===== src/rtl/core/ws2812_pixel_pwm_encoder_core_macros.svh =====
// Assertion macros of the pixel PWM encoder, used by the back end.
`ifndef WS2812_PIXEL_PWM_ENCODER_CORE_MACROS_SVH
`define WS2812_PIXEL_PWM_ENCODER_CORE_MACROS_SVH

// Same-cycle implication, checked outside reset.
`define WPPE_ASSERT_IMP(label, clk, rst_n, ante, cons) \
    label: assert property (@(posedge clk) disable iff (!(rst_n)) (ante) |-> (cons)) \
        else $error("same-cycle implication failed");

// Next-cycle implication, checked outside reset.
`define WPPE_ASSERT_NXT(label, clk, rst_n, ante, cons) \
    label: assert property (@(posedge clk) disable iff (!(rst_n)) (ante) |=> (cons)) \
        else $error("next-cycle implication failed");

`endif


===== src/rtl/core/wppe_pkg.sv =====
// Shared types and constants of the pixel PWM encoder.
package wppe_pkg;

    // Field widths.
    localparam int C_DUTY_W  = 8;
    localparam int C_COUNT_W = 11;
    localparam int C_WORD_W  = 24;
    localparam int C_CFG_AW  = 2;
    localparam int C_CFG_DW  = 11;

    // Bit slots per LED and the slot counter.
    localparam int                 C_SLOT_W    = 5;
    localparam logic [C_SLOT_W-1:0] C_LAST_SLOT = 5'd23;

    // Frame limit compare width and the hard LED limit.
    localparam int                C_LIM_W    = 17;
    localparam logic [C_LIM_W-1:0] C_MAX_LEDS = 17'd1024;

    // Reset value of the LED count register.
    localparam logic [C_COUNT_W-1:0] C_TOTAL_LEDS_RST = 11'd1024;

    // Default depth of the command queue between front and back.
    localparam int C_QUEUE_DEPTH = 2;

    // Configuration register indexes.
    localparam logic [C_CFG_AW-1:0] C_REG_HIGH_DUTY  = 2'd0;
    localparam logic [C_CFG_AW-1:0] C_REG_LOW_DUTY   = 2'd1;
    localparam logic [C_CFG_AW-1:0] C_REG_TOTAL_LEDS = 2'd2;

    // Configuration seen by the front and back.
    typedef struct packed {
        logic [C_DUTY_W-1:0]  high_duty;
        logic [C_DUTY_W-1:0]  low_duty;
        logic [C_COUNT_W-1:0] total_leds;
    } t_cfg;

    // One classified LED command.
    typedef struct packed {
        logic                overflow;
        logic                blank;
        logic                frame_end;
        logic [C_WORD_W-1:0] word;
    } t_cmd;

    // Result flags; is_latch sits in the lowest bit.
    typedef struct packed {
        logic overflow;
        logic is_latch;
    } t_flags;

    // Back-end sequencer phases.
    typedef enum logic [1:0] {
        PH_IDLE,
        PH_SLOTS,
        PH_OVF,
        PH_LATCH
    } t_phase;

endpackage


===== src/rtl/core/ws2812_pixel_pwm_encoder_core.sv =====
// Top level of the pixel PWM encoder: configuration registers and stream ports.
//
// Each accepted LED item yields PWM compare values, one per output cycle while
// the output is not stalled: 24 slot results for a color or blank LED (G, R, B,
// MSB first), or a single overflow result for an LED beyond the frame limit,
// followed by one latch result when the item carries tlast. The back-end slot
// sequencer takes the next command as it issues the final result of the current
// one. The front end takes one item per cycle while the command queue of
// QUEUE_DEPTH entries has room, so input and output stall independently.
// Configuration must be written only while no item is in flight.
module ws2812_pixel_pwm_encoder_core
    import wppe_pkg::*;
#(
    parameter int QUEUE_DEPTH = C_QUEUE_DEPTH
) (
    input  logic                i_clk,
    input  logic                i_rst_n,
    // Configuration write port.
    input  logic                i_cfg_we,
    input  logic [C_CFG_AW-1:0] i_cfg_addr,
    input  logic [C_CFG_DW-1:0] i_cfg_wdata,
    // LED items in.
    input  logic                s_axis_tvalid,
    output logic                s_axis_tready,
    input  logic [23:0]         s_axis_tdata,   // red [7:0], green [15:8], blue [23:16]
    input  logic                s_axis_tuser,   // mode: 1 for a blank LED
    input  logic                s_axis_tlast,   // frame_end
    // Slot results out.
    output logic                m_axis_tvalid,
    input  logic                m_axis_tready,
    output logic [7:0]          m_axis_tdata,   // duty [7:0]
    output logic [1:0]          m_axis_tuser,   // is_latch [0], overflow [1]
    output logic                m_axis_tlast    // last
);

    logic [C_DUTY_W-1:0]  r_high_duty;
    logic [C_DUTY_W-1:0]  r_low_duty;
    logic [C_COUNT_W-1:0] r_total_leds;
    t_cfg                 w_cfg;

    logic                 w_fq_valid;
    logic                 w_fq_ready;
    t_cmd                 w_fq_data;
    logic                 w_qb_valid;
    logic                 w_qb_ready;
    t_cmd                 w_qb_data;
    t_flags               w_flags;

    // Configuration registers.
    always_ff @(posedge i_clk) begin
        if (!i_rst_n) begin
            r_high_duty  <= '0;
            r_low_duty   <= '0;
            r_total_leds <= C_TOTAL_LEDS_RST;
        end else if (i_cfg_we) begin
            unique case (i_cfg_addr)
                C_REG_HIGH_DUTY:  r_high_duty  <= i_cfg_wdata[C_DUTY_W-1:0];
                C_REG_LOW_DUTY:   r_low_duty   <= i_cfg_wdata[C_DUTY_W-1:0];
                C_REG_TOTAL_LEDS: r_total_leds <= i_cfg_wdata[C_COUNT_W-1:0];
                default: begin
                end
            endcase
        end
    end

    always_comb begin
        w_cfg.high_duty  = r_high_duty;
        w_cfg.low_duty   = r_low_duty;
        w_cfg.total_leds = r_total_leds;
    end

    // Front end.
    wppe_front u_front (
        .i_clk         (i_clk),
        .i_rst_n       (i_rst_n),
        .i_cfg         (w_cfg),
        .i_s_valid     (s_axis_tvalid),
        .o_s_ready     (s_axis_tready),
        .i_s_blank     (s_axis_tuser),
        .i_s_red       (s_axis_tdata[7:0]),
        .i_s_green     (s_axis_tdata[15:8]),
        .i_s_blue      (s_axis_tdata[23:16]),
        .i_s_frame_end (s_axis_tlast),
        .o_q_valid     (w_fq_valid),
        .i_q_ready     (w_fq_ready),
        .o_q_data      (w_fq_data)
    );

    // Command queue.
    wppe_queue #(
        .DEPTH (QUEUE_DEPTH)
    ) u_queue (
        .i_clk       (i_clk),
        .i_rst_n     (i_rst_n),
        .i_in_valid  (w_fq_valid),
        .o_in_ready  (w_fq_ready),
        .i_in_data   (w_fq_data),
        .o_out_valid (w_qb_valid),
        .i_out_ready (w_qb_ready),
        .o_out_data  (w_qb_data)
    );

    // Back end.
    wppe_back u_back (
        .i_clk     (i_clk),
        .i_rst_n   (i_rst_n),
        .i_cfg     (w_cfg),
        .i_q_valid (w_qb_valid),
        .o_q_ready (w_qb_ready),
        .i_q_data  (w_qb_data),
        .o_m_valid (m_axis_tvalid),
        .i_m_ready (m_axis_tready),
        .o_m_duty  (m_axis_tdata),
        .o_m_flags (w_flags),
        .o_m_last  (m_axis_tlast)
    );

    assign m_axis_tuser = w_flags;

endmodule


===== src/rtl/core/wppe_front.sv =====
// Front end: accepts LED items, counts them per frame and classifies them.
module wppe_front
    import wppe_pkg::*;
(
    input  logic                 i_clk,
    input  logic                 i_rst_n,
    input  t_cfg                 i_cfg,
    input  logic                 i_s_valid,
    output logic                 o_s_ready,
    input  logic                 i_s_blank,
    input  logic [C_DUTY_W-1:0]  i_s_red,
    input  logic [C_DUTY_W-1:0]  i_s_green,
    input  logic [C_DUTY_W-1:0]  i_s_blue,
    input  logic                 i_s_frame_end,
    output logic                 o_q_valid,
    input  logic                 i_q_ready,
    output t_cmd                 o_q_data
);

    logic [C_COUNT_W-1:0] r_count;
    logic [C_COUNT_W-1:0] n_count;
    logic [C_LIM_W-1:0]   w_total_ext;
    logic [C_LIM_W-1:0]   w_limit;
    logic                 w_over;
    logic                 w_accept;

    // The limit in force is the smaller of the register and the hard limit.
    assign w_total_ext = {{(C_LIM_W-C_COUNT_W){1'b0}}, i_cfg.total_leds};
    assign w_limit     = (C_MAX_LEDS < w_total_ext) ? C_MAX_LEDS : w_total_ext;
    assign w_over      = {{(C_LIM_W-C_COUNT_W){1'b0}}, r_count} >= w_limit;

    // An item is taken whenever the queue has room.
    assign o_s_ready = i_q_ready;
    assign o_q_valid = i_s_valid;
    assign w_accept  = i_s_valid && i_q_ready;

    // Build the command: green, red, blue, each sent MSB first.
    always_comb begin
        o_q_data.overflow  = w_over;
        o_q_data.blank     = i_s_blank;
        o_q_data.frame_end = i_s_frame_end;
        o_q_data.word      = {i_s_green, i_s_red, i_s_blue};
    end

    // Frame count: clears on frame end, advances on a kept LED.
    always_comb begin
        n_count = r_count;
        if (w_accept) begin
            if (i_s_frame_end) begin
                n_count = '0;
            end else if (!w_over) begin
                n_count = r_count + 1'b1;
            end
        end
    end

    always_ff @(posedge i_clk) begin
        if (!i_rst_n) begin
            r_count <= '0;
        end else begin
            r_count <= n_count;
        end
    end

endmodule


===== src/rtl/core/wppe_queue.sv =====
// Short command queue between the front and the back end.
module wppe_queue
    import wppe_pkg::*;
#(
    parameter int DEPTH = C_QUEUE_DEPTH
) (
    input  logic i_clk,
    input  logic i_rst_n,
    input  logic i_in_valid,
    output logic o_in_ready,
    input  t_cmd i_in_data,
    output logic o_out_valid,
    input  logic i_out_ready,
    output t_cmd o_out_data
);

    localparam int PTR_W = (DEPTH > 1) ? $clog2(DEPTH) : 1;
    localparam int CNT_W = $clog2(DEPTH + 1);

    t_cmd             r_mem [DEPTH];
    logic [PTR_W-1:0] r_wr_ptr;
    logic [PTR_W-1:0] r_rd_ptr;
    logic [CNT_W-1:0] r_count;
    logic             w_push;
    logic             w_pop;

    assign o_in_ready  = r_count != CNT_W'(DEPTH);
    assign o_out_valid = r_count != '0;
    assign o_out_data  = r_mem[r_rd_ptr];
    assign w_push      = i_in_valid && o_in_ready;
    assign w_pop       = o_out_valid && i_out_ready;

    // Entry storage.
    always_ff @(posedge i_clk) begin
        if (w_push) begin
            r_mem[r_wr_ptr] <= i_in_data;
        end
    end

    // Pointers and fill level.
    always_ff @(posedge i_clk) begin
        if (!i_rst_n) begin
            r_wr_ptr <= '0;
            r_rd_ptr <= '0;
            r_count  <= '0;
        end else begin
            if (w_push) begin
                r_wr_ptr <= (r_wr_ptr == PTR_W'(DEPTH - 1)) ? '0 : r_wr_ptr + 1'b1;
            end
            if (w_pop) begin
                r_rd_ptr <= (r_rd_ptr == PTR_W'(DEPTH - 1)) ? '0 : r_rd_ptr + 1'b1;
            end
            if (w_push && !w_pop) begin
                r_count <= r_count + 1'b1;
            end else if (w_pop && !w_push) begin
                r_count <= r_count - 1'b1;
            end
        end
    end

endmodule


===== src/rtl/core/wppe_back.sv =====
// Back end: turns queued commands into slot, overflow and latch results.
module wppe_back
    import wppe_pkg::*;
(
    input  logic                i_clk,
    input  logic                i_rst_n,
    input  t_cfg                i_cfg,
    input  logic                i_q_valid,
    output logic                o_q_ready,
    input  t_cmd                i_q_data,
    output logic                o_m_valid,
    input  logic                i_m_ready,
    output logic [C_DUTY_W-1:0] o_m_duty,
    output t_flags              o_m_flags,
    output logic                o_m_last
);

`include "ws2812_pixel_pwm_encoder_core_macros.svh"

    t_phase              r_phase;
    t_phase              n_phase;
    logic [C_SLOT_W-1:0] r_slot;
    logic [C_WORD_W-1:0] r_word;
    logic                r_blank;
    logic                r_fend;

    logic                r_out_valid;
    logic [C_DUTY_W-1:0] r_out_duty;
    t_flags              r_out_flags;
    logic                r_out_last;

    logic                w_res_valid;
    logic [C_DUTY_W-1:0] w_res_duty;
    t_flags              w_res_flags;
    logic                w_res_last;
    logic                w_res_final;
    logic                w_adv;
    logic                w_step;
    logic                w_load;

    // Result of the current phase.
    always_comb begin
        w_res_valid = 1'b0;
        w_res_duty  = '0;
        w_res_flags = '0;
        w_res_last  = 1'b0;
        w_res_final = 1'b0;
        unique case (r_phase)
            PH_IDLE: begin
            end
            PH_SLOTS: begin
                w_res_valid = 1'b1;
                w_res_duty  = (!r_blank && r_word[C_WORD_W-1]) ? i_cfg.high_duty
                                                               : i_cfg.low_duty;
                w_res_last  = (r_slot == C_LAST_SLOT) && !r_fend;
                w_res_final = w_res_last;
            end
            PH_OVF: begin
                w_res_valid          = 1'b1;
                w_res_flags.overflow = 1'b1;
                w_res_last           = !r_fend;
                w_res_final          = !r_fend;
            end
            PH_LATCH: begin
                w_res_valid          = 1'b1;
                w_res_flags.is_latch = 1'b1;
                w_res_last           = 1'b1;
                w_res_final          = 1'b1;
            end
            default: begin
            end
        endcase
    end

    // The output register moves when empty or taken.
    assign w_adv     = !r_out_valid || i_m_ready;
    assign w_step    = w_res_valid && w_adv;
    assign w_load    = i_q_valid && ((r_phase == PH_IDLE) || (w_step && w_res_final));
    assign o_q_ready = w_load;

    // Next phase.
    always_comb begin
        n_phase = r_phase;
        priority if (w_load) begin
            n_phase = i_q_data.overflow ? PH_OVF : PH_SLOTS;
        end else if (w_step) begin
            unique case (r_phase)
                PH_SLOTS: begin
                    if (r_slot == C_LAST_SLOT) begin
                        n_phase = r_fend ? PH_LATCH : PH_IDLE;
                    end
                end
                PH_OVF:   n_phase = r_fend ? PH_LATCH : PH_IDLE;
                PH_LATCH: n_phase = PH_IDLE;
                default:  n_phase = PH_IDLE;
            endcase
        end
    end

    // Sequencer control state.
    always_ff @(posedge i_clk) begin
        if (!i_rst_n) begin
            r_phase <= PH_IDLE;
            r_slot  <= '0;
        end else begin
            r_phase <= n_phase;
            if (w_load) begin
                r_slot <= '0;
            end else if (w_step && (r_phase == PH_SLOTS)) begin
                r_slot <= r_slot + 1'b1;
            end
        end
    end

    // Command payload; the color word shifts one bit per slot.
    always_ff @(posedge i_clk) begin
        if (w_load) begin
            r_word  <= i_q_data.word;
            r_blank <= i_q_data.blank;
            r_fend  <= i_q_data.frame_end;
        end else if (w_step && (r_phase == PH_SLOTS)) begin
            r_word <= {r_word[C_WORD_W-2:0], 1'b0};
        end
    end

    // Output register.
    always_ff @(posedge i_clk) begin
        if (!i_rst_n) begin
            r_out_valid <= 1'b0;
        end else if (w_adv) begin
            r_out_valid <= w_res_valid;
        end
    end

    always_ff @(posedge i_clk) begin
        if (w_step) begin
            r_out_duty  <= w_res_duty;
            r_out_flags <= w_res_flags;
            r_out_last  <= w_res_last;
        end
    end

    assign o_m_valid = r_out_valid;
    assign o_m_duty  = r_out_duty;
    assign o_m_flags = r_out_flags;
    assign o_m_last  = r_out_last;

    // A latch result always closes its item and carries no duty.
    `WPPE_ASSERT_IMP(a_latch_last, i_clk, i_rst_n, r_out_valid && r_out_flags.is_latch,
        r_out_last && (r_out_duty == '0) && !r_out_flags.overflow)
    // A new command is only taken when the sequencer finishes or idles.
    `WPPE_ASSERT_IMP(a_load_ok, i_clk, i_rst_n, w_load,
        (r_phase == PH_IDLE) || (w_step && w_res_final))
    // A frame-end pixel goes on to the latch after its last slot.
    `WPPE_ASSERT_NXT(a_slot_latch, i_clk, i_rst_n,
        w_step && (r_phase == PH_SLOTS) && (r_slot == C_LAST_SLOT) && r_fend,
        r_phase == PH_LATCH)

endmodule


===== config.mk =====
export PLATFORM = sky130hd
export DESIGN_NAME = ws2812_pixel_pwm_encoder_core
export DESIGN_NICKNAME = d
export VERILOG_FILES = /design/src/rtl/core/wppe_pkg.sv /design/src/rtl/core/ws2812_pixel_pwm_encoder_core.sv /design/src/rtl/core/wppe_front.sv /design/src/rtl/core/wppe_queue.sv /design/src/rtl/core/wppe_back.sv
export VERILOG_INCLUDE_DIRS = /design/src /design/src/rtl/core
export SDC_FILE = /design/constraint.sdc
export NUM_CORES = 1
export LEC_CHECK = 0
export BUFFER_PORTS_ARGS = -buffer_cell sky130_fd_sc_hd__buf_2
export CAP_MARGIN = 15
export CORE_AREA = 2 2 108 110
export DETAILED_ROUTE_END_ITERATION = 6
export DIE_AREA = 0 0 110 112
export HOLD_SLACK_MARGIN = 0.12
export MAX_ROUTING_LAYER = met4
export PLACE_DENSITY = 0.79
export SKIP_LAST_GASP = 1
export SYNTH_ARGS = -nofsm -noshare
export SYNTH_HDL_FRONTEND = slang
export SYNTH_HIERARCHICAL = 1
export SYNTH_SLANG_ARGS = --single-unit

===== constraint.sdc =====
create_clock -name i_clk -period 2.9 [get_ports i_clk]
set_clock_uncertainty 0.05 [all_clocks]
set_input_delay 0.435 -clock i_clk [delete_from_list [all_inputs] [get_ports i_clk]]
set_output_delay 0.435 -clock i_clk [all_outputs]
set_load 0.01 [all_outputs]

==> metrics.yaml, run 1 <==
route:
  vias: 3809
  drt_iter0_drc: 261
  drt_first_pass_iters: 4
  wire_per_inst_um: 16.5
  postRouteAntennaNets: 0
  routed_wl_mm: 11.4
  via_per_inst: 5.52
  drc_errors: 0
cts:
  cts_setup_buffers: 0
  clock_latency_ps: 410
  numCtsBuffers: 17
  tritoncts: "yes"
  cts.clk_slew.worst_paths_ps: 60
  hold_buffers: 0
  cts_resized: 0
  cts_root_buf: "clkbuf_16"
  clock_sinks: 142
  clockBufferDepth: 2
  htreeDepth: 4
power:
  combPwrFrac: 0.264
  p_int_mw: 4.89
  power_frac_clock: 0.307
  switching_power_mw: 1.95
  p_leak_nw: 2.92
  totalPowerFinal_mw: 6.84
  p_per_area_nw_per_um2: 938
  p_seq_frac: 0.429
  swShare: 0.285
  ir_drop_mv: 0.493
timing:
  rsz0062_at_grt: "false"
  clock.fmax_mhz: 382
  post-route-period-util: 0.904
  setup-violations-final: 0
  worst_pin_slew_ps: 672
  fin_crit_ps: 2620
  tns_ps: 0
  finalHoldViolCount: 0
  slew-limit-headroom: 0.551
  slew_violations: 0
place:
  hpwlAfterDp_mm: 7.62
  finalWeightedCongestion: 0.883
  portBuffers: 56
floorplanning:
  die_h_um: 112
  rows: 39
  core_um2: 11200
  io_pins: 57
  dieArea_um2: 12300
  die_width_um: 110
  start_util: 0.590
critical_path:
  path_class: "reg -> reg"
  crit_arrival_ps: 2910
  ff2ff_setup_slack_ps: 280
  critPathLaunchType: "flop"
  critPathMaxFanout: 5
  critical_path_required_ps: 3190
  crit_path_end_kind: "flop"
logic_synthesis:
  synth.distinct_cells: 64
  synth.ff_latch_count: 142
  synth_top_area_frac: 0.415
  yosysSeqAreaShare: 0.570
  synth_area_leaders: "edfxtp_1 41%, dfxtp_1 15%, mux2i_1 5.5%"
  yosysTopAreaCell: "edfxtp_1"
  synthArstFlopShare: 0
  synth_flop_cell: "edfxtp_1"
  synth_edf_count: 91
  synthCells: 501
  yosysWarningCount: 6
  synth_fp_nets: 563
  synth.avg_cell_area_um2: 13.1
  syn-cell-area_um2: 6590
finish:
  multi_input_area_um2: 2390
  area_growth_pct: 10.7
  nFillCells: 790
  drive_gt1_frac: 0.309
  layout.nets: 596
  regArea_um2: 3750
  diodes: 0
global_route:
  grt_pass1_wl_mm: 18.5
  first_global_vias: 3884
  antenna_found_initial: 0
  overflow: 0
  grt_start_max_net_pins: 36
  grt_usage: 0.204
job:
  maxCapViolCount: 0
outcome:
  status: "complete, no violations"
hold_path:
  worstHoldPathType: "in -> reg"
-- area by class of cell --
class,instances,area share
sequential,142,0.515
tap,143,0.0245
clock inverter,15,0.0209
inverter,11,0.00669
clock buffer,17,0.0583
timing repair buffer,64,0.0467
multi-input combinational,298,0.328
-- through the flow --
step / cell area, um^2 / instances / utilization / hold slack (ps) / setup WS, ps
after floorplan: 6590 / 501 / - / 384 / 321
after global placement: 6720 / 658 / 0.601 / 392 / 432
after detailed placement: 6720 / 658 / 0.601 / 398 / 331
after CTS: 7290 / 690 / 0.653 / 146 / 279
after global routing: 7290 / 690 / 0.653 / 140 / 137
final: 7290 / 690 / 0.653 / 159 / 280
-- cell usage after synthesis (3+ instances only) --
cell / instances
a31oi_1: 7
o21ai_0: 9
a21oi_1: 11
nand4b_1: 6
and3_1: 4
buf_2: 5
mux2_4: 22
mux2i_1: 36
clkbuf_1: 7
xor2_1: 5
ha_1: 18
nor2b_1: 12
nor2_1: 8
nand2_1: 60
buf_12: 4
nand4_1: 3
and3_2: 4
inv_1: 8
nand3_1: 10
buf_4: 31
and2_1: 5
mux2_2: 29
edfxtp_1: 91
dfxtp_1: 51
-- sequential cells by signal (all words and copies together), names as in the netlist, named ones only --
register and cells:
u_queue/r_wr_ptr 1, r_high_duty 8, u_back/o_m_last 1, u_back/r_phase 2, u_back/o_m_duty 8, u_back/r_fend 1, u_back/r_slot 5, u_queue/r_count 2
u_back/o_m_valid 1, u_front/r_count 11, u_back/r_word 24, u_queue/r_mem 54, u_queue/r_rd_ptr 1, r_total_leds 11, u_back/o_m_flags 2, r_low_duty 8
u_back/r_blank 1
-- critical path: stages, from the launching register on --
cell and delay [ps]:
dfxtp_1 390, inv_1 80, ha_1 200, and2b_1 200
a2111oi_4 410, or2_2 210, inv_4 50, o21ai_1 140
ha_1 310, or3_1 360, a21boi_1 150
-- layer usage --
layer | vias up | wire [um] | GRT usage
met3 | 10 | 318 | 0.0504
met2 | 66 | 5800 | 0.327
li1 | 1858 | - | -
met5 | - | 0 | -
met1 | 1875 | 5160 | 0.254
met4 | 0 | 95 | 0.0641
-- power by group through the flow --
stage,clock network [mW],logic (mW),registers [mW]
4_1_cts,2.13,1.82,2.94
3_3_place_gp,0,1.73,2.95
2_1_floorplan,0,1.53,2.96
6_report,2.10,1.81,2.94
5_1_grt,2.22,1.95,2.98
3_5_place_dp,0,1.80,2.97
-- kinds of logic (layout without fill, tap and decap cells) --
| kind of cell | Yosys count | in the layout | share of synthesized area |
|---|---|---|---|
| buf+inv | 61 | 107 | 0.0669 |
| fa+ha+maj | 18 | 18 | 0.0342 |
| xor+xnor | 7 | 7 | 0.00931 |
| mux | 87 | 87 | 0.154 |
| simple gates | 138 | 138 | 0.114 |
| flops | 142 | 142 | 0.570 |
| compound gates | 48 | 48 | 0.0511 |
-- path summary, 6_finish.rpt --
path,start,end,depth (start not counted)
min reg2reg,r_total_leds[0]$_SDFFE_PN0P_,r_total_leds[0]$_SDFFE_PN0P_,2
max reg2reg,u_back/r_phase[1]$_SDFFE_PN0P_,u_queue/r_count[1]$_SDFFE_PN0P_,10
max,u_back/r_phase[1]$_SDFFE_PN0P_,u_queue/r_count[1]$_SDFFE_PN0P_,10
min,s_axis_tdata[22],u_queue/r_mem[1][6]$_DFFE_PP_,1
-- layout by cell type, fill, tap and decap left out, drive strengths merged, types with 12 or more instances in the layout --
| cell | count |
|---|---|
| clkbuf | 17 |
| mux2i | 36 |
| buf | 64 |
| nand2 | 60 |
| ha | 18 |
| a21oi | 14 |
| nor2b | 12 |
| edfxtp | 91 |
| mux2 | 51 |
| inv | 18 |
| dfxtp | 51 |
| o21ai | 12 |
Power figures use the tool's default switching activity.
==> inputs of run 2 (changes only) <==
==> constraint.sdc (replaced) <==
create_clock -name i_clk -period 2.6 [get_ports i_clk]
set_clock_uncertainty 0.05 [all_clocks]
set_input_delay 0.39 -clock i_clk [delete_from_list [all_inputs] [get_ports i_clk]]
set_output_delay 0.39 -clock i_clk [all_outputs]
set_load 0.01 [all_outputs]
==> metrics.yaml, run 2 (same netlist as run 1, synthesis figures left out) <==
outcome:
  status: "complete, no violations"
critical_path:
  path_class: "reg -> reg"
  crit_path_end_kind: "flop"
  critical_path_required_ps: 2890  # -300 ps
  critPathMaxFanout: 5  # unchanged
  ff2ff_setup_slack_ps: 110  # -170 ps
  critPathLaunchType: "flop"
  rr_endpoint: "u_queue/r_count[1]$_SDFFE_PN0P_"
  reg2reg_from: "u_back/r_phase[1]$_SDFFE_PN0P_"
  reg2regPathDepth: 10  # unchanged
  crit_arrival_ps: 2780  # -130 ps
cts:
  cts.clk_slew.worst_paths_ps: 60  # about the same
  clock_latency_ps: 410  # about the same
  cts_root_buf: "clkbuf_16"
  clock_sinks: 142  # unchanged
  clockBufferDepth: 2  # unchanged
  numCtsBuffers: 17  # unchanged
  tritoncts: "yes"
  htreeDepth: 4  # unchanged
place:
  hpwlAfterDp_mm: 7.31  # -4.1%
  placed_cell_area_um2: 6740  # +0.41%
  finalWeightedCongestion: 0.884  # +0.15%
  place_ws_ps: -7.41  # -339 ps
  portBuffers: 56  # unchanged
finish:
  nFillCells: 767  # -2.9%
  final_common_cell: "edfxtp_1"
  area_growth_pct: 15.2
  final_area_um2: 7590  # +4.0%
  largest_register: "u_queue/r_mem"
  largest_reg_flops: 54  # unchanged
  drive_gt1_frac: 0.306  # -0.00287
  diodes: 0  # unchanged
  largest_registers: "u_queue/r_mem: 54 flops, u_back/r_word: 24 flops"
  final_cell_mix: "91 x edfxtp_1, 60 x nand2_1, 56 x buf_2"
  layout.nets: 624  # +4.7%
floorplanning:
  dieArea_um2: 12300  # unchanged
  die_width_um: 110  # unchanged
  start_util: 0.590  # unchanged
  rows: 39  # unchanged
  io_pins: 57  # unchanged
  core_um2: 11200  # unchanged
  die_h_um: 112  # unchanged
global_route:
  overflow: 0  # unchanged
  grt_pass1_wl_mm: 18.6  # +0.52%
  first_global_vias: 3878  # -0.15%
  antenna_found_initial: 0  # unchanged
  grt_usage: 0.205  # +0.000908
  grt_start_max_net_pins: 38  # +5.6%
route:
  via_per_inst: 5.49  # -0.57%
  postRouteAntennaNets: 0  # unchanged
  wire_per_inst_um: 15.8  # -4.2%
  drc_errors: 0  # unchanged
  drt_first_pass_iters: 5  # +1
  routed_wl_mm: 11.3  # -0.29%
  vias: 3941  # +3.5%
  drt_iter0_drc: 255  # -2.3%
timing:
  clock.fmax_mhz: 402  # +5.4%
  setup-violations-final: 0  # unchanged
  slew-limit-headroom: 0.595  # +0.0440
  layout_setup_ws_ps: 113  # -166 ps
  worst_pin_slew_ps: 608  # -64.0 ps
  finalHoldViolCount: 0  # unchanged
  rsz0062_at_grt: "false"
  slew_violations: 0  # unchanged
  post-route-period-util: 0.956  # +0.0529
  fin_crit_ps: 2490  # -134 ps
hold_path:
  worstHoldStart: "s_axis_tdata[11]"
  holdPathEnd: "u_queue/r_mem[0][19]$_DFFE_PP_"
  worstHoldPathType: "in -> reg"
  whs_path_depth: 1  # unchanged
power:
  p_seq_frac: 0.422  # -0.007
  switching_power_mw: 2.13  # +9.1%
  power_frac_clock: 0.303  # -0.004
  p_int_mw: 5.62  # +15%
  ir_drop_mv: 0.590  # +20%
  p_leak_nw: 3.04  # +4.1%
  p_per_area_nw_per_um2: 1020  # +8.8%
  swShare: 0.275  # -0.0104
  combPwrFrac: 0.275  # +0.011
job:
  maxCapViolCount: 0  # unchanged
-- run 2: worst max path at each step --
stage	from	end	slack, ps	depth (start not counted)
2_1_floorplan	u_back/r_phase[1]$_SDFFE_PN0P_	u_queue/r_count[1]$_SDFFE_PN0P_	20	12
3_3_place_gp	r_total_leds[10]$_SDFFE_PN1P_	u_front/r_count[5]$_SDFFE_PN0P_	160	9
3_5_place_dp	u_back/r_phase[1]$_SDFFE_PN0P_	u_queue/r_count[1]$_SDFFE_PN0P_	-7	10
4_1_cts	u_back/r_phase[1]$_SDFFE_PN0P_	u_queue/r_count[1]$_SDFFE_PN0P_	20	10
5_1_grt	u_back/r_phase[1]$_SDFFE_PN0P_	u_queue/r_count[1]$_SDFFE_PN0P_	6	10
6_report	u_back/r_phase[1]$_SDFFE_PN0P_	u_queue/r_count[1]$_SDFFE_PN0P_	110	10
-- run 2: what timing repair did --
action | 4_1_cts | 5_1_grt
hold buffers | 21 | 2
pin swaps | 1 | 1
hold endpoints to repair | 42 | 4
resized for setup | 1 | 3
setup buffers | 1 | 1
gates cloned | 0 | 1
setup endpoints to repair | 1 | 3
-- run 2: layer usage --
layer	global-route usage	wire length [um]
met4	0.0878	225
met5	-	0
met3	0.0486	429
met2	0.321	5650
met1	0.253	5030
-- run 2: layout make-up --
| class | count | area, um^2 | share of cell area |
|---|---|---|---|
| Clock buffer | 18 | 429 | 0.0566 |
| Sequential cell | 142 | 3750 | 0.495 |
| Timing Repair Buffer | 91 | 613 | 0.0808 |
| Inverter | 11 | 52.6 | 0.00692 |
| Multi-Input combinational cell | 298 | 2400 | 0.316 |
| Timing Repair inverter | 1 | 7.51 | 0.000989 |
| Clock inverter | 14 | 156 | 0.0206 |
| Tap cell | 143 | 179 | 0.0236 |
-- run 2: worst max-delay path, cell delays in order (launching register included) --
cell       delay [ps]
dfxtp_1           390
inv_1              90
ha_1              200
and2b_1           190
a2111oi_4         320
or2_4             190
inv_4              50
o21ai_1           120
ha_1              300
or3_1             360
a21boi_1          160
-- run 2: power by group through the flow --
stage,logic (mW),clock network [mW],registers (mW)
after floorplan,1.71,0,3.30
after global placement,1.98,0,3.28
after detailed placement,2.05,0,3.31
after CTS,2.12,2.39,3.27
after global routing,2.29,2.50,3.31
final,2.13,2.35,3.27
-- run 2: per-stage QoR --
| stage | cells | setup TNS, ps | total power [mW] | utilization | hold slack [ps] |
|---|---|---|---|---|---|
| after floorplan | 501 | 0 | 5.01 | - | 384 |
| after global placement | 660 | 0 | 5.27 | 0.603 | 392 |
| after detailed placement | 660 | -7.41 | 5.35 | 0.603 | 399 |
| after CTS | 714 | 0 | 7.78 | 0.676 | 121 |
| after global routing | 718 | 0 | 8.10 | 0.679 | 121 |
| final | 718 | 0 | 7.74 | 0.679 | 134 |
==> inputs of run 3 (changes only) <==
--- a/config.mk
+++ b/config.mk
@@ -8,12 +8,11 @@
 export LEC_CHECK = 0
 export BUFFER_PORTS_ARGS = -buffer_cell sky130_fd_sc_hd__buf_2
 export CAP_MARGIN = 15
-export CORE_AREA = 2 2 108 110
+export CORE_AREA = 2 2 147 149
 export DETAILED_ROUTE_END_ITERATION = 6
-export DIE_AREA = 0 0 110 112
+export DIE_AREA = 0 0 149 151
 export HOLD_SLACK_MARGIN = 0.12
 export MAX_ROUTING_LAYER = met4
-export PLACE_DENSITY = 0.79
 export SKIP_LAST_GASP = 1
 export SYNTH_ARGS = -nofsm -noshare
 export SYNTH_HDL_FRONTEND = slang
==> metrics.yaml, run 3 (same netlist as run 1, synthesis figures left out) <==
cts:
  clock_sinks: 142  # unchanged
  htreeDepth: 4  # unchanged
  cts_root_buf: "clkbuf_16"
  tritoncts: "yes"
  numCtsBuffers: 17  # unchanged
  clock_latency_ps: 410  # about the same
  cts.clk_slew.worst_paths_ps: 60  # about the same
  clockBufferDepth: 2  # unchanged
job:
  maxCapViolCount: 0  # unchanged
route:
  drt_iter0_drc: 282  # +11%
  dr_wl_met2_mm: 6.23  # +10%
  postRouteAntennaNets: 0  # unchanged
  wl_met3_um: 487  # +14%
  drc_errors: 0  # unchanged
  vias: 3924  # -0.43%
  wl_met1_mm: 5.44  # +8.1%
  routed_wl_mm: 12.3  # +8.8%
  wire_per_inst_um: 14.5  # -8.2%
  topRoutingLayerUsed: "met4"
  via_per_inst: 4.61  # -16%
  drt_first_pass_iters: 5  # unchanged
floorplanning:
  start_util: 0.316  # -0.273
  io_pins: 57  # unchanged
  die_width_um: 149  # +35%
  die_h_um: 151  # +35%
  dieArea_um2: 22500  # +83%
  core_um2: 20800  # +86%
  rows: 53  # +36%
critical_path:
  ff2ff_setup_slack_ps: 150  # +40 ps
  critPathMaxFanout: 9  # +4
  startpoint: "r_total_leds[10]$_SDFFE_PN1P_"
  critical_path_required_ps: 2890  # about the same
  critPathLaunchType: "flop"
  crit_path_end_kind: "flop"
  reg2regPathDepth: 9  # -1
  crit_arrival_ps: 2740  # -40 ps
  endpoint: "u_front/r_count[5]$_SDFFE_PN0P_"
  rr_endpoint: "u_front/r_count[5]$_SDFFE_PN0P_"
  reg2reg_from: "r_total_leds[10]$_SDFFE_PN1P_"
  path_class: "reg -> reg"
global_route:
  first_global_vias: 4161  # +7.3%
  grt_usage: 0.118  # -0.0871
  overflow: 0  # unchanged
  grt_start_max_net_pins: 31  # -18%
  grt_pass1_wl_mm: 20.2  # +8.2%
  antenna_found_initial: 0  # unchanged
timing:
  setup-violations-final: 0  # unchanged
  fin_crit_ps: 2450  # -35.0 ps
  rsz0062_at_grt: "false"
  slew_violations: 0  # unchanged
  post-route-period-util: 0.943  # -0.0135
  worst_pin_slew_ps: 655  # +47.5 ps
  clock.fmax_mhz: 408  # +1.4%
  slew-limit-headroom: 0.563  # -0.0317
  layout_setup_ws_ps: 148  # +35.0 ps
  finalHoldViolCount: 0  # unchanged
finish:
  nFillCells: 1982  # +160%
  finalNonFillerCells: 851  # +19%
  largest_registers: "u_queue/r_mem: 54 flops, u_back/r_word: 24 flops"
  drive_gt1_frac: 0.307  # +0.00120
  layout.nets: 625  # +0.16%
  area_growth_pct: 17.5
  final_common_cell: "edfxtp_1"
  multi_input_area_um2: 2400  # unchanged
  largest_reg_flops: 54  # unchanged
  largest_register: "u_queue/r_mem"
  regArea_um2: 3760  # about the same
  diodes: 0  # unchanged
  final_cell_mix: "91 x edfxtp_1, 60 x nand2_1, 56 x buf_2"
power:
  p_per_area_nw_per_um2: 995  # -2.5%
  p_leak_nw: 3.04  # about the same
  totalPowerFinal_mw: 7.70  # -0.52%
  ir_drop_mv: 0.487  # -18%
place:
  dp_cells: 792  # +20%
  place_ws_ps: -5.20  # +2.21 ps
  hpwlAfterDp_mm: 8.18  # +12%
  finalWeightedCongestion: 0.808  # -8.6%
  portBuffers: 56  # unchanged
hold_path:
  worstHoldPathType: "in -> reg"
outcome:
  status: "complete, no violations"
run 3: worst max-delay path, cell delays in order, from the launching register on:
cell,delay (ps)
dfxtp_2,400
clkinvlp_4,150
ha_1,360
a21oi_2,170
o21ai_2,80
a21oi_4,180
and2_4,260
inv_6,50
or4b_1,490
a31oi_1,160
run 3: worst min-delay path by stage:
stage                            startpoint                             end  slack [ps]  cells after the start
6_report                   s_axis_tdata[16]   u_queue/r_mem[1][0]$_DFFE_PP_         150                      1
3_5_place_dp     r_low_duty[7]$_SDFFE_PN0P_      r_low_duty[7]$_SDFFE_PN0P_         400                      2
3_3_place_gp     r_low_duty[7]$_SDFFE_PN0P_      r_low_duty[7]$_SDFFE_PN0P_         400                      2
2_1_floorplan  r_total_leds[0]$_SDFFE_PN0P_    r_total_leds[0]$_SDFFE_PN0P_         380                      2
5_1_grt                    s_axis_tdata[16]   u_queue/r_mem[0][0]$_DFFE_PP_         130                      1
4_1_cts                     s_axis_tdata[3]  u_queue/r_mem[0][11]$_DFFE_PP_         120                      1
run 3: through the flow:
step	util	cell area [um^2]	hold slack (ps)	setup TNS (ps)
6_report	0.372	7740	154	0
5_1_grt	0.372	7740	135	0
4_1_cts	0.370	7710	124	0
3_5_place_dp	0.332	6910	398	-5.20
3_3_place_gp	0.332	6910	396	0
2_1_floorplan	-	6590	384	0
run 3: layer usage:
layer,GRT usage,vias to the layer above
li1,-,1920
met1,0.134,1923
met2,0.196,67
met3,0.0361,14
met4,0.0452,0
met5,-,-
run 3: final cells by class:
cell class | count | share of cell area
Sequential cell | 142 | 0.485
Multi-Input combinational cell | 298 | 0.310
Timing Repair Buffer | 92 | 0.0805
Clock buffer | 18 | 0.0554
Tap cell | 275 | 0.0444
Clock inverter | 14 | 0.0171
Inverter | 11 | 0.00679
Timing Repair inverter | 1 | 0.000970
run 3: where the power goes:
| group | internal (mW) | leakage [nW] | switching (mW) |
|---|---|---|---|
| logic | 1.10 | 1.50 | 1.04 |
| clock network | 1.33 | 0.270 | 0.974 |
| registers | 3.09 | 1.27 | 0.167 |
run 3: repair_timing:
action                     in CTS  in global routing
hold buffers                   23                  1
pin swaps                       1                  1
resized for setup               2                  4
setup buffers                   1                  1
setup endpoints to repair       1                  4
cloned                          0                  1
hold endpoints to repair       46                  1
